<file path="src/rtl/core/page_frame_allocator_top_assert.svh">
// ----------------------------------------------------------------------------
// page frame allocator assertion macros
// shared property forms for the allocator's concurrent checks
// ----------------------------------------------------------------------------
`ifndef PAGE_FRAME_ALLOCATOR_TOP_ASSERT_SVH
`define PAGE_FRAME_ALLOCATOR_TOP_ASSERT_SVH

// same-cycle implication, checked outside reset
`define PFA_ASSERT_NOW(label, ante, cons) \
  label: assert property (@(posedge clk_i) disable iff (!rst_ni) (ante) |-> (cons)) \
    else $error("page frame allocator check failed");

// next-cycle implication, checked outside reset
`define PFA_ASSERT_NEXT(label, ante, cons) \
  label: assert property (@(posedge clk_i) disable iff (!rst_ni) (ante) |=> (cons)) \
    else $error("page frame allocator check failed");

`endif

</file>
<file path="src/rtl/core/pfa_pkg.sv">
// ----------------------------------------------------------------------------
// pfa_pkg
// shared types and constants of the page frame allocator
// ----------------------------------------------------------------------------
package pfa_pkg;

  localparam int FRAME_BITS   = 40;
  localparam int SUM_BITS     = FRAME_BITS + 2;
  localparam int CFG_IDX_BITS = 3;
  localparam int REG_SEL_BITS = 2;

  localparam int FREE_DEPTH_DEF  = 1024;
  localparam int NUM_REGIONS_DEF = 3;

  // configuration register indexes
  localparam logic [CFG_IDX_BITS-1:0] CFG_REGION_COUNT  = 3'd0;
  localparam logic [CFG_IDX_BITS-1:0] CFG_REGION0_START = 3'd1;
  localparam logic [CFG_IDX_BITS-1:0] CFG_REGION2_END   = 3'd6;

  typedef enum logic {
    CMD_ALLOC = 1'b0,
    CMD_FREE  = 1'b1
  } pfa_cmd_e;

  typedef enum logic [1:0] {
    STATUS_OK   = 2'd0,
    STATUS_OOM  = 2'd1,
    STATUS_FULL = 2'd2
  } pfa_status_e;

  typedef enum logic {
    ST_IDLE = 1'b0,
    ST_EXEC = 1'b1
  } pfa_state_e;

  // bump allocation view of the regions
  typedef struct packed {
    logic                  found;
    logic [FRAME_BITS-1:0] frame;
    logic [SUM_BITS-1:0]   untouched_now;
    logic [SUM_BITS-1:0]   untouched_taken;
  } pfa_bump_t;

endpackage

</file>
<file path="src/rtl/core/pfa_regions.sv">
// ----------------------------------------------------------------------------
// pfa_regions
// region registers, bump counters and registered frames-left per region
// ----------------------------------------------------------------------------
module pfa_regions #(
  parameter int NUM_REGIONS = pfa_pkg::NUM_REGIONS_DEF
) (
  input  logic                              clk_i,
  input  logic                              rst_ni,
  input  logic                              cfg_we_i,
  input  logic [pfa_pkg::CFG_IDX_BITS-1:0]  cfg_idx_i,
  input  logic [pfa_pkg::FRAME_BITS-1:0]    cfg_data_i,
  input  logic                              bump_i,
  output pfa_pkg::pfa_bump_t                info_o
);

  localparam int FB = pfa_pkg::FRAME_BITS;
  localparam int SB = pfa_pkg::SUM_BITS;
  localparam int RB = pfa_pkg::REG_SEL_BITS;

  logic [RB-1:0]                       count_q;
  logic [NUM_REGIONS-1:0][FB-1:0]      left_all;
  logic [NUM_REGIONS-1:0][FB-1:0]      next_all;
  logic [NUM_REGIONS-1:0]              wr_start;
  logic [NUM_REGIONS-1:0]              wr_end;
  logic [pfa_pkg::CFG_IDX_BITS-1:0]    cfg_off;
  logic                                cfg_in_range;
  logic [RB-1:0]                       sel;
  logic                                found;
  logic [FB-1:0]                       frame;
  logic [SB-1:0]                       sum;

  // regions occupy indexes in start/end pairs
  always_comb begin
    cfg_off      = cfg_idx_i - pfa_pkg::CFG_REGION0_START;
    cfg_in_range = (cfg_idx_i >= pfa_pkg::CFG_REGION0_START) &&
                   (cfg_idx_i <= pfa_pkg::CFG_REGION2_END);
    for (int r = 0; r < NUM_REGIONS; r++) begin
      wr_start[r] = cfg_we_i && cfg_in_range && !cfg_off[0] &&
                    (cfg_off[RB:1] == RB'(r));
      wr_end[r]   = cfg_we_i && cfg_in_range && cfg_off[0] &&
                    (cfg_off[RB:1] == RB'(r));
    end
  end

  always_ff @(posedge clk_i or negedge rst_ni) begin
    if (!rst_ni) begin
      count_q <= '0;
    end else if (cfg_we_i && (cfg_idx_i == pfa_pkg::CFG_REGION_COUNT)) begin
      count_q <= cfg_data_i[RB-1:0];
    end
  end

  for (genvar r = 0; r < NUM_REGIONS; r++) begin : g_region
    logic [FB-1:0] start_q, end_q, used_q, left_q, next_q;
    logic [FB:0]   nxt;
    logic          active;

    assign nxt    = {1'b0, start_q} + {1'b0, used_q};
    assign active = RB'(r) < count_q;

    always_ff @(posedge clk_i or negedge rst_ni) begin
      if (!rst_ni) begin
        start_q <= '0;
        end_q   <= '0;
        used_q  <= '0;
        left_q  <= '0;
        next_q  <= '0;
      end else begin
        if (wr_start[r]) begin
          start_q <= cfg_data_i;
        end
        if (wr_end[r]) begin
          end_q <= cfg_data_i;
        end
        if (bump_i && (sel == RB'(r))) begin
          used_q <= used_q + FB'(1);
        end
        next_q <= nxt[FB-1:0];
        // an exhausted or inactive region counts zero
        left_q <= (active && (nxt < {1'b0, end_q})) ? (end_q - nxt[FB-1:0]) : '0;
      end
    end

    assign left_all[r] = left_q;
    assign next_all[r] = next_q;
  end

  always_comb begin
    found = 1'b0;
    sel   = '0;
    frame = '0;
    sum   = '0;
    for (int r = 0; r < NUM_REGIONS; r++) begin
      if (!found && (left_all[r] != '0)) begin
        found = 1'b1;
        sel   = RB'(r);
        frame = next_all[r];
      end
      sum = sum + SB'(left_all[r]);
    end
  end

  assign info_o.found           = found;
  assign info_o.frame           = frame;
  assign info_o.untouched_now   = sum;
  assign info_o.untouched_taken = sum - SB'(1);

endmodule

</file>
<file path="config.mk">
export PLATFORM = sky130hd
export DESIGN_NAME = pfa_regions
export DESIGN_NICKNAME = d
export VERILOG_FILES = /design/src/rtl/core/page_frame_allocator_top_assert.svh /design/src/rtl/core/pfa_pkg.sv /design/src/rtl/core/pfa_regions.sv
export SDC_FILE = /design/constraint.sdc
export NUM_CORES = 2
export LEC_CHECK = 0
export ABC_AREA = 1
export BUFFER_PORTS_ARGS = -buffer_cell sky130_fd_sc_hd__buf_2
export CORE_ASPECT_RATIO = 1.75
export CORE_MARGIN = 10
export CORE_UTILIZATION = 40
export DETAILED_ROUTE_END_ITERATION = 10
export PLACE_DENSITY = 0.55
export RECOVER_POWER = 100
export SYNTH_ARGS = -nofsm -noshare
export SYNTH_HDL_FRONTEND = slang
export SYNTH_SLANG_ARGS = --single-unit
</file>
<file path="constraint.sdc">
create_clock -name clk_i -period 3.98 [get_ports clk_i]
set_input_delay 0.199 -clock clk_i [delete_from_list [all_inputs] [get_ports clk_i]]
set_output_delay 0.199 -clock clk_i [all_outputs]
set_load 0.005 [all_outputs]
</file>
# After elaboration in Yosys (flattened, before gate mapping)
# Cells that the tools add are included.
[word_totals] ff_bits=602 wordCells=80 inputBits=47
[op_classes] add_sub_neg=13 n_reduce_logical=28 muxes=11 n_eq_ne=4 n_lt_le_gt_ge=8
[ops] op="$mux 40" n=6
[ops] op="$add 40x40->41" n=4
[ops] op="$lt 41x40->1" n=3
[ops] op="$add 40x1->40 const B" n=3
[ops] op="$reduce_bool 40->1" n=3
[ops] op="$sub 40x40->40" n=3
[ops] op="$add 41x40->42" n=1
[ops] op="$sub 42x1->42 const B" n=1
[ops] op="$logic_and 1x1->1" n=19
[ops] op="$eq 2x1->1 const B" n=2
[ops] op="$eq 2x2->1 const B" n=2
[ops] op="$logic_not 2->1" n=2
[ops] op="$lt 1x2->1 const A" n=2
[ops] op="$mux 1" n=4
[ops] op="$ge 3x1->1 const B" n=1
[ops] op="$le 3x3->1 const B" n=1
[ops] op="$logic_not 1->1" n=3
[ops] op="$logic_not 3->1" n=1
[ops] op="$sub 3x1->3 const B" n=1
[ops] op="$lt 2x2->1 const A" n=1
[ops] op="$mux 2" n=1

# Longest topological paths before layout
[depth] word_depth=10 ltp_mapped=32 depth_no_buf=31

# Worst setup path before layout
# No wires, ideal clock.
[synth_path] path_type="register to register" start="register g_region[2].used_q[0]" end="register g_region[2].left_q[21]" path_buffers=2 arrival_time_ns=3.884 synth_period_minus_slack_ns=3.955 required_ns=3.909 setup_slack_ns=0.025 path_stages_with_launch=30 path_cell_list="dfrtp_1 -> ha_1 -> inv_1 -> fa_1 -> inv_1 -> nand3_1 -> nand3_1 -> nand2_1 -> nand3_1 -> nand2_1 -> nand2_1 -> a21oi_1 -> o31ai_1 -> xor2_1 -> ha_1 -> nand2_1 -> nor2_1 -> inv_1 -> a21oi_1 -> a2111oi_0 -> nand2_1 -> nand2_1 -> nand2_1 -> nand2_1 -> nand2_1 -> a21oi_1 -> inv_1 -> buf_2 -> buf_6 -> nor2_1"
[synth_via] elab_chain_cells=4 word_cells_on_any_way=5 cone_classes="add/sub: 2; order compare: 1; mux: 1; reduce/logical: 1"
[synth_rtl] element="start, declared" line="pfa_regions.sv:55" text="logic [FB-1:0] start_q, end_q, used_q, left_q, next_q;"
[synth_rtl] element="start signal, assigned" line="pfa_regions.sv:77" text="used_q <= used_q + FB'(1);"
[synth_rtl] element="$add 40x40->41" line="pfa_regions.sv:59" text="assign nxt = {1'b0, start_q} + {1'b0, used_q};"
[synth_rtl] element="named net g_region[2].nxt[32]" line="pfa_regions.sv:56" text="logic [FB:0] nxt;"
[synth_rtl] element="$lt 41x40->1" line="pfa_regions.sv:81" text="left_q <= (active && (nxt < {1'b0, end_q})) ? (end_q - nxt[FB-1:0]) : '0;"
[synth_rtl] element="$logic_and 1x1->1" line="pfa_regions.sv:81"
[synth_rtl] element="$mux 40" line="pfa_regions.sv:81"
[synth_rtl] element="end signal, assigned" line="pfa_regions.sv:81"
[synth_rtl] element="end, declared" line="pfa_regions.sv:55"
# The timed path passes the listed nets, and every way through them passes these cells.
# A chain may end at the register's enable or synchronous reset.

# Final worst setup path
[layout_path] start="register g_region[1].start_q[1]" end="register g_region[1].left_q[23]"
[layout_via] elab_chain_cells=4 word_cells_on_any_way=5 cone_classes="add/sub: 2; order compare: 1; mux: 1; reduce/logical: 1"
[layout_rtl] element="start, declared" line="pfa_regions.sv:55"
[layout_rtl] element="start signal, assigned" line="pfa_regions.sv:71" text="start_q <= cfg_data_i;"
[layout_rtl] element="$add 40x40->41" line="pfa_regions.sv:59"
[layout_rtl] element="named net g_region[1].nxt[29]" line="pfa_regions.sv:56"
[layout_rtl] element="$lt 41x40->1" line="pfa_regions.sv:81"
[layout_rtl] element="$logic_and 1x1->1" line="pfa_regions.sv:81"
[layout_rtl] element="$mux 40" line="pfa_regions.sv:81"
[layout_rtl] element="end signal, assigned" line="pfa_regions.sv:81"
[layout_rtl] element="end, declared" line="pfa_regions.sv:55"
# The timed path passes the listed nets, and every way through them passes these cells.

==> results by group <==
Synthesis
  – Seq/Total Area, Yosys: 33.25%
  – Syn_nets: 6911
  – Post-Syn Instances: 6443
  – Xor and xnor fraction of the mapped netlist area: 6.469%
  – Average footprint of a synthesized cell: 7.031 µm²
  – Syn. warnings: 0
  – Leading cell types by total area after synthesis: sky130_fd_sc_hd__dfrtp_1, sky130_fd_sc_hd__nand2_1, sky130_fd_sc_hd__ha_1, sky130_fd_sc_hd__inv_1, sky130_fd_sc_hd__nor2_1
  – Post-synthesis mux area share: 0%
  – Largest area contributor in the netlist: sky130_fd_sc_hd__dfrtp_1
  – Share of synthesized cell area in full adder, half adder and majority cells: 12.41%
  – Largest family of logic cells by synthesized area: simple AND/OR/NAND/NOR gates
  – Area share of and/or/nand/nor cells after synthesis: 29.17%
  – Post-synth EDFFs: 0
  – Top flip-flop cell by instance count after synthesis: sky130_fd_sc_hd__dfrtp_1
  – Post-synthesis register bit count: 602
  – Number of distinct standard cells referenced by the synthesized netlist: 58
  – Portion of synthesized cell area occupied by the leading cell type: 33.25%
  – Complex-gate fraction of the synthesized area: 9.755%
  – Cell Area, Synth: 45300 µm²
  – Proportion of synthesized flip-flops having asynchronous set or reset: 100.0%

Clocking
  – Clock tree from TritonCTS: built
  – Number of H-tree branching levels: 3
  – Clock Root Buffer: sky130_fd_sc_hd__clkbuf_16
  – Worst-skew pair later-pin latency: 680 ps
  – Clock transition time at the flip-flop clock pins of the worst setup and hold paths: 70 ps
  – Number of sinks driven by the clock tree: 602
  – Clock buffer count from CTS: 66
  – Max Root-Sink Buffers: 3

Final layout
  – Area delta synth->final: 51.46%
  – Leading cell type in the layout, fill and taps excluded: sky130_fd_sc_hd__nand2_1
  – Number of cells in the finished layout apart from fillers: 9743
  – Net total in the final layout: 8672
  – Share of cells above drive strength 1: 35.33%
  – Highest-count cells in the layout ignoring fill and taps: sky130_fd_sc_hd__nand2_1, sky130_fd_sc_hd__buf_4, sky130_fd_sc_hd__inv_1
  – Fin util: 60.95%

Outcome
  – Failing checks: max-capacitance violations, max-slew violations, negative setup slack
  – Outcome: finished with violations

Worst setup path
  – Worst path most repeated cell: sky130_fd_sc_hd__nand2_1
  – FF-to-FF End: g_region[1].left_q[23]$_DFF_PN0_
  – Register-to-Register Path Depth: 30
  – Longest individual stage delay on the worst path: 430 ps
  – R2R Path Start: g_region[1].start_q[1]$_DFFE_PN0P_
  – Worst setup EP type: flip-flop
  – Setup crit end: g_region[1].left_q[23]$_DFF_PN0_
  – Data arrival time of the critical path: 5130 ps
  – Critical Path Source Type: flip-flop
  – Maximum fanout encountered on the critical timing path: 6
  – Worst setup startpoint: g_region[1].start_q[1]$_DFFE_PN0P_
  – Data required time at the worst endpoint: 4530 ps
  – Slowest stage cell on the critical path: sky130_fd_sc_hd__dfrtp_1
  – Minimum setup slack among reg-to-reg paths: -600 ps
  – CP Class: flip-flop to flip-flop

Floorplanning
  – Die span in y: 465.2 µm
  – Die Footprint: 127600 µm²
  – Die width: 274.4 µm
  – Initial core utilization: 40.24%
  – Area of the core region: 112600 µm²
  – I/O pin count: 172
  – Number of standard-cell rows in the floorplan: 163

Global routing
  – Vias in the first global route: 52090
  – Maximum number of pins on one net before global-route repair: 98
  – Initial antenna violation count: 23
  – Overall routing resource usage: 33.78%
  – Wire length of the first global-routing pass: 314600 µm
  – Total grt overflow: 0

Timing
  – Unrepaired setup endpoints after global routing: yes
  – Max Slew Vio Count: 329
  – Final setup violating endpoints: 152
  – FMAX: 0.2184 GHz
  – Minimum clock period after layout: 4578 ps
  – Worst relative slew slack: -78.73%
  – Hold Fails Final Rpt: 0
  – Worst slew pin tran: 2681 ps
  – Setup ws final: -598.5 ps
  – Post-route clock period utilization: 115.0%
  – Final clock skew: 21.83 ps

Place
  – Post-detailed-placement half-perimeter wirelength: 180800 µm
  – Port bufs: 171
  – DP Cell Count: 9418
  – Placer congestion estimate: 1.032
  – Placement Setup Slack: -912.3 ps

Detailed routing
  – 1st-pass router iterations: 8
  – Wirelength, routed: 220800 µm
  – DRC: 0
  – Routed len/inst: 22.66 µm
  – Number of design-rule violations left by the first detailed-router iteration: 2537
  – Number of antenna-violating nets in the routed design: 0
  – DR vias/cell: 5.146
  – Total via count in the routed design: 50140

Job
  – Max-capacitance violation count: 5

Hold path
  – Class of the most critical hold timing path: input port to flip-flop
  – Cell depth of the worst hold path: 3

Power
  – Power density over the cells: 840.2 nW/µm²
  – VDD IR-drop max: 0.4146 mV
  – Static leakage: 35.86 nW
registers in the layout, indices dropped and copies added (netlist names):
name,flops
count_q,2
g_region.end_q,120
g_region.left_q,120
g_region.next_q,120
g_region.start_q,120
g_region.used_q,120
worst min-delay path by stage:
stage	start	endpoint	slack (ps)
global route	cfg_data_i[5]	g_region[0].end_q[5]$_DFFE_PN0P_	30
CTS	cfg_data_i[4]	g_region[1].start_q[4]$_DFFE_PN0P_	0.9
finish	cfg_data_i[29]	g_region[0].start_q[29]$_DFFE_PN0P_	40
global placement	rst_ni	g_region[2].start_q[12]$_DFFE_PN0P_	330
floorplan	rst_ni	count_q[0]$_DFFE_PN0P_	-100
detailed placement	rst_ni	g_region[2].start_q[12]$_DFFE_PN0P_	330
repair_timing:
action / in CTS / in global routing
hold buffers: 11 / 0
gates cloned: 9 / 1
resized for setup: 859 / 682
setup buffers: 121 / 87
endpoints found under the hold margin: 101 / 0
pin swaps: 247 / 318
endpoints found under the setup margin: 175 / 169
cell families after synthesis:
logic type | Yosys count
compound gates | 826
xor+xnor | 332
fa+ha+maj | 421
buf+inv | 1073
flops | 602
simple gates | 3189
per-layer routing:
layer	track usage (%)	up-vias	part of all wire, %
li1	-	23940	-
met1	30.03	23930	32
met2	63.79	1468	53
met3	4.068	796	3.7
met4	32.96	10	12
met5	0	-	0.030
stage by stage:
| step | setup TNS [ps] | hold slack [ps] | cell area (µm²) | power (mW) |
|---|---|---|---|---|
| CTS | -32940 | 0.9233 | 65720 | 53.73 |
| floorplan | 0 | -96.59 | 45300 | 24.21 |
| detailed placement | -101280 | 331.6 | 58390 | 41.84 |
| finish | -65600 | 35.60 | 68610 | 57.65 |
| global placement | -99250 | 333.6 | 58390 | 41.66 |
| global route | -94550 | 32.03 | 68610 | 61.20 |
worst max-delay path, delay by kind of cell, from the launching register on:
| kind | cells | cell delay (ps) |
|---|---|---|
| compound gates | 2 | 300 |
| xor+xnor | 1 | 190 |
| fa+ha+maj | 2 | 580 |
| buf+inv | 7 | 910 |
| flops | 1 | 430 |
| simple gates | 18 | 2020 |
final cells by class:
cell class                 count  area (µm²)
fill                       10740       43960
multi-input combinational   4768       32100
sequential                   602       15120
timing repair buffer        1774       13390
inverter                     992        3755
clock buffer                  87        1893
tap                         1485        1858
clock inverter                31       491.7
antenna                        4       10.01
where the power goes:
group / switching, mW / total [mW] / internal (mW)
clock: 2.86 / 6.90 / 4.04
sequential: 1.42 / 9.26 / 7.84
combinational: 22.7 / 41.5 / 18.8
total: 26.9 / 57.7 / 30.7
synthesized netlist by cell type, types with 13 or more instances:
master                     number
sky130_fd_sc_hd__nand2_1     1882
sky130_fd_sc_hd__a21oi_1      314
sky130_fd_sc_hd__or2_2         13
sky130_fd_sc_hd__nand4_1      109
sky130_fd_sc_hd__a31oi_1       20
sky130_fd_sc_hd__nor2_1       645
sky130_fd_sc_hd__o21ai_0      394
sky130_fd_sc_hd__dfrtp_1      602
sky130_fd_sc_hd__nand3b_1      13
sky130_fd_sc_hd__xor2_1       217
sky130_fd_sc_hd__o21bai_1      20
sky130_fd_sc_hd__ha_1         374
sky130_fd_sc_hd__inv_1        986
sky130_fd_sc_hd__a21o_1        17
sky130_fd_sc_hd__nor4_1        55
sky130_fd_sc_hd__nand3_1      330
sky130_fd_sc_hd__clkbuf_1      68
sky130_fd_sc_hd__nand2_2       14
sky130_fd_sc_hd__xnor2_1      112
sky130_fd_sc_hd__fa_1          47
sky130_fd_sc_hd__nor2_2        22
sky130_fd_sc_hd__nor3_1        78
(Power assumes the default switching activity.)
